--- src/rtl/cfla_pkg.sv ---
// ----------------------------------------------------------------------------
// cfla_pkg
// Shared types and codes for the chunked free-list cell allocator.
// ----------------------------------------------------------------------------
package cfla_pkg;

    // Fixed field widths
    localparam int unsigned ID_W    = 16;
    localparam int unsigned OFS_W   = 25;
    localparam int unsigned USE_W   = 17;
    localparam int unsigned CBYTE_W = 10;

    // Operation codes
    localparam logic OP_ALLOC = 1'b0;
    localparam logic OP_FREE  = 1'b1;

    // Error codes
    localparam logic [1:0] E_NONE        = 2'd0;
    localparam logic [1:0] E_NO_CHUNK    = 2'd1;
    localparam logic [1:0] E_EMPTY_CHUNK = 2'd2;

    // Cell size after reset
    localparam logic [CBYTE_W-1:0] CBYTE_RST = 10'd8;

    typedef struct packed {
        logic            op;
        logic [ID_W-1:0] cell_id;
    } t_in;

    typedef struct packed {
        logic [ID_W-1:0]  alloc_id;
        logic [OFS_W-1:0] byte_offset;
        logic             ok;
        logic [1:0]       error;
        logic [USE_W-1:0] cells_in_use;
    } t_out;

    // Datapath commands from the controller
    typedef enum logic [3:0] {
        C_NONE,
        C_LATCH,
        C_DIVQ,
        C_DIVR,
        C_RD,
        C_EVAL,
        C_POP,
        C_FILL,
        C_OPEN,
        C_SCAN,
        C_MUL
    } t_cmd;

    // Datapath status to the controller
    typedef struct packed {
        logic op;
        logic hit;
        logic no_empty;
        logic fill_last;
        logic scan_done;
    } t_sts;

endpackage

--- src/rtl/cfla_ctrl.sv ---
// ----------------------------------------------------------------------------
// cfla_ctrl
// Sequencer for the allocator: steps the datapath through one request and
// owns the result valid flag.
// ----------------------------------------------------------------------------
module cfla_ctrl
    import cfla_pkg::*;
(
    input  logic i_clk,
    input  logic i_rst_n,
    input  logic i_valid,
    output logic o_stall,
    output logic o_valid,
    input  logic i_stall,
    output t_cmd o_cmd,
    input  t_sts i_sts
);

    typedef enum logic [3:0] {
        S_IDLE,
        S_DIVQ,
        S_DIVR,
        S_RD,
        S_EVAL,
        S_POP,
        S_FILL,
        S_OPEN,
        S_SCAN,
        S_MUL
    } t_state;

    t_state r_state, n_state;
    logic   r_ovalid, n_ovalid;

    // Command decode and next state
    always_comb begin
        n_state  = r_state;
        n_ovalid = r_ovalid;
        o_cmd    = C_NONE;
        if (r_ovalid && !i_stall) begin
            n_ovalid = 1'b0;
        end
        case (r_state)
            S_IDLE: begin
                if (i_valid) begin
                    o_cmd   = C_LATCH;
                    n_state = S_DIVQ;
                end
            end
            S_DIVQ: begin
                o_cmd   = C_DIVQ;
                n_state = S_DIVR;
            end
            S_DIVR: begin
                o_cmd   = C_DIVR;
                n_state = S_RD;
            end
            S_RD: begin
                o_cmd   = C_RD;
                n_state = S_EVAL;
            end
            S_EVAL: begin
                o_cmd = C_EVAL;
                if (i_sts.op == OP_FREE || i_sts.no_empty) begin
                    n_state = S_MUL;
                end else if (i_sts.hit) begin
                    n_state = S_POP;
                end else begin
                    n_state = S_FILL;
                end
            end
            S_POP: begin
                o_cmd   = C_POP;
                n_state = S_MUL;
            end
            S_FILL: begin
                o_cmd = C_FILL;
                if (i_sts.fill_last) begin
                    n_state = S_OPEN;
                end
            end
            S_OPEN: begin
                o_cmd   = C_OPEN;
                n_state = S_SCAN;
            end
            S_SCAN: begin
                o_cmd = C_SCAN;
                if (i_sts.scan_done) begin
                    n_state = S_MUL;
                end
            end
            S_MUL: begin
                // Load the output register once the previous result has gone
                if (!r_ovalid) begin
                    o_cmd    = C_MUL;
                    n_ovalid = 1'b1;
                    n_state  = S_IDLE;
                end
            end
            default: begin
                n_state = S_IDLE;
            end
        endcase
    end

    always_ff @(posedge i_clk) begin
        if (!i_rst_n) begin
            r_state  <= S_IDLE;
            r_ovalid <= 1'b0;
        end else begin
            r_state  <= n_state;
            r_ovalid <= n_ovalid;
        end
    end

    assign o_stall = (r_state != S_IDLE);
    assign o_valid = r_ovalid;

endmodule

--- config.mk ---
export PLATFORM = sky130hd
export DESIGN_NAME = cfla_ctrl
export DESIGN_NICKNAME = d
export VERILOG_FILES = /design/src/rtl/cfla_pkg.sv /design/src/rtl/cfla_ctrl.sv
export SDC_FILE = /design/constraint.sdc
export NUM_CORES = 1
export LEC_CHECK = 0
export ABC_CLOCK_PERIOD_IN_PS = 2100
export BUFFER_PORTS_ARGS = -buffer_cell sky130_fd_sc_hd__clkbuf_2
export CAP_MARGIN = 15
export CORE_AREA = 2 2 39 41
export DETAILED_ROUTE_END_ITERATION = 6
export DIE_AREA = 0 0 41 43
export GPL_TIMING_DRIVEN = 1
export PLACE_DENSITY_LB_ADDON = 0.12
export SYNTH_ARGS = -nofsm -noshare
export SYNTH_HDL_FRONTEND = slang
export SYNTH_SLANG_ARGS = --single-unit
export TNS_END_PERCENT = 20
--- constraint.sdc ---
create_clock -name i_clk -period 2.1 [get_ports i_clk]
set_input_delay 0.105 -clock i_clk [delete_from_list [all_inputs] [get_ports i_clk]]
set_output_delay 0.105 -clock i_clk [all_outputs]
set_load 0.1 [all_outputs]
==> out/qor.tcl <==
set qor(synth_enable_flop_cells) 0
set qor(drt-initial-drc-count) 8
set qor(worst_case_headroom_to_the_max_slew_limit) 0.640
set qor(cts_max_path_buffers) 2
set qor(synth_warnings) 0
set qor(place.detailed.hpwl_um) 789
set qor(initial_utilization) 0.299
set qor(max_freq_ghz) 0.562
set qor(layout_min_cycle_time_ps) 1780
set qor(postRouteAntennaNets) 0
set qor(cts-htree-levels) 1
set qor(placement_rows) 14
set qor(worstHoldPathType) {in2reg}
set qor(cts-resized-gates) 0
set qor(grt.overflow.total) 0
set qor(worst-path-max-fanout) 9
set qor(drc) 0
set qor(cts_buffers) 3
set qor(met3WireLength_um) 53
set qor(power.ir.vdd_worst_mv) 0.572
set qor(seq_area_frac_synth) 0.242
set qor(wire_per_inst_um) 11.5
set qor(io_buffer_count) 14
set qor(top_layer) {met4}
set qor(switching_power_uw) 283
set qor(chipHeight_um) 43
set qor(detailroute.via_count) 466
set qor(timing.clock.skew_ps) 3.60
set qor(sw_frac_of_total) 0.534
set qor(mappedNetlistNets) 65
set qor(cts_hold_repair.buffers) 0
set qor(final.period_utilization) 0.847
set qor(p_comb_frac) 0.551
set qor(dr_wl_met2_um) 477
set qor(clock_latency_ps) 240
set qor(top_flip_flop_cell_by_instance_count_after_synthesis) {sky130_fd_sc_hd__dfxtp_1}
set qor(gp_congestion) 0.751
set qor(synthDistinctLibCells) 31
set qor(final_cell_count_no_fill) 88
set qor(core_region_area_um2) 1380
set qor(multi_input_area_um2) 280
set qor(hold_viol) 0
set qor(total_of_flip_flops_plus_latches_after_synthesis) 5
set qor(syn_avg_cell_area_um2) 7.40
set qor(placed_cells_incl_taps) 84
set qor(design.die.area_um2) 1760
set qor(tritoncts) {yes}
set qor(vias_in_the_first_global_route) 417
set qor(post_cts_buffers) 0
set qor(max-cap-violations) 0
set qor(antenna_diode_count) 0
set qor(setup_violations) 0
set qor(cp_data_arrival_time_ps) 1670
set qor(final.setup.tns_ps) 0
set qor(syn2layout_area_growth_pct) 26.3
set qor(drt_wl_total_um) 1010
set qor(fill_cells) 152
set qor(seq_area_um2) 100
set qor(cellLeakagePower_nw) 0.241
set qor(pwr_per_cell_area_nw_per_um2) 1010
set qor(clkTransAtPathRegs_ps) 40
set qor(io_pins) 15
set qor(pre_cts_ws_ps) 573
set qor(synth-async-reset-ratio) 0
set qor(finalMaxSlewViolations) 0
set qor(tightest_slew_ps) 543
set qor(worst_hold_stages) 3
set qor(grt_max_degree) 13
set qor(drive_above_1_share) 0.347
set qor(criticalPathCategory) {reg2out}
set qor(result_of_the_run) {finished clean}
set qor(drtPass1Iterations) 4
set qor(nNetsFinal) 82
set qor(p_clk_frac) 0.210
set qor(die_width_um) 41
set qor(crit_path_end_kind) {primary output}
set qor(grt_use_total) 0.139
set qor(grt_first_pass_wirelength_um) 1640
set qor(crit_path_required_time_ps) 2000
set qor(cts.root.buffer_cell) {sky130_fd_sc_hd__clkbuf_4}
set qor(drt-vias-per-instance) 5.30
set qor(antenna_found_initial) 0
set qor(syn_area_um2) 414
set qor(p_int_uw) 247
set qor(clock_sink_count) 5
set qor(worst-r2r-cell-count) 4
set qor(post-route-worst-setup-slack_ps) 322
set qor(unrepaired_setup_endpoints_after_global_routing) {false}
set qor(timing.critical_path.from_type) {register}
set qor(synth_cells) 56
set qor(seq_power_share) 0.239
set qor(detail_route.wirelength.met1_um) 470
-- synthesized netlist by cell type, drive strengths merged (2+ instances only) --
master  count  share of area
a211o       2          0.045
a211oi      3          0.054
a21oi       3          0.036
buf         3          0.057
dfxtp       5           0.24
inv         3          0.027
nand2       6          0.054
nand2b      2          0.030
nor2        6          0.054
nor3        2          0.024
o21ai       4          0.048
o22ai       2          0.045
-- logic make-up after synthesis --
group / synth area share
flip-flops: 0.242
AO/OA/AOI/OAI: 0.357
XOR/XNOR: 0.0212
AND/OR/NAND/NOR: 0.287
buffers and inverters: 0.0936
-- sequential cells by signal, indices dropped and copies added (netlist names) --
name,count
r_state,4
o_valid,1
-- stage by stage --
stage | util | cell area [um2] | hold slack [ps] | total power [mW]
finish | 0.378 | 523 | 103 | 0.531
global route | 0.378 | 523 | 105 | 0.559
CTS | 0.378 | 523 | 98.2 | 0.537
detailed placement | 0.359 | 497 | 358 | 0.420
global placement | 0.359 | 497 | 341 | 0.424
floorplan | - | 419 | 236 | 0.380
-- path summary, 6_finish.rpt --
check	start	end	slack (ps)
setup / recovery	r_state[1]	o_cmd[3]	320
hold / removal	i_stall	o_valid	100
setup reg to reg	r_state[0]	r_state[3]	660
hold reg to reg	o_valid	o_valid	500
-- placed cells by master, fill, tap and decap left out, drive strengths merged, types with 2 or more instances in the layout --
cell	synthesis	layout
a21oi	3	3
o21ai	4	4
dfxtp	5	5
o22ai	2	2
nand2b	2	2
buf	3	2
a211oi	3	3
nand2	6	6
a211o	2	2
nor3	2	2
clkbuf	1	18
inv	3	3
nor2	6	6
-- power groups by stage --
stage	combinational [mW]	clock, mW	sequential (mW)
2_1_floorplan	0.267	0	0.113
3_3_place_gp	0.294	0	0.130
3_5_place_dp	0.293	0	0.128
4_1_cts	0.294	0.117	0.126
5_1_grt	0.306	0.124	0.129
6_report	0.293	0.111	0.127
-- worst max-delay path, stage by stage (launching register included) --
cell	delay, ps
sky130_fd_sc_hd__dfxtp_1	380
sky130_fd_sc_hd__or3b_4	450
sky130_fd_sc_hd__o22ai_1	130
sky130_fd_sc_hd__clkbuf_2	480
-- final cells by class --
class                   instances  area share
multi-input cells              44       0.536
flip-flops and latches          5       0.191
repair buffers                 16       0.163
clock buffers                   4      0.0502
well taps                      16      0.0383
inverters                       3      0.0215
-- layer usage --
metal,up-vias,track usage
met1,217,0.162
li1,234,-
met3,2,0.0471
met4,0,0.0800
met2,13,0.209
met5,-,0
(Power assumes the default switching activity.)
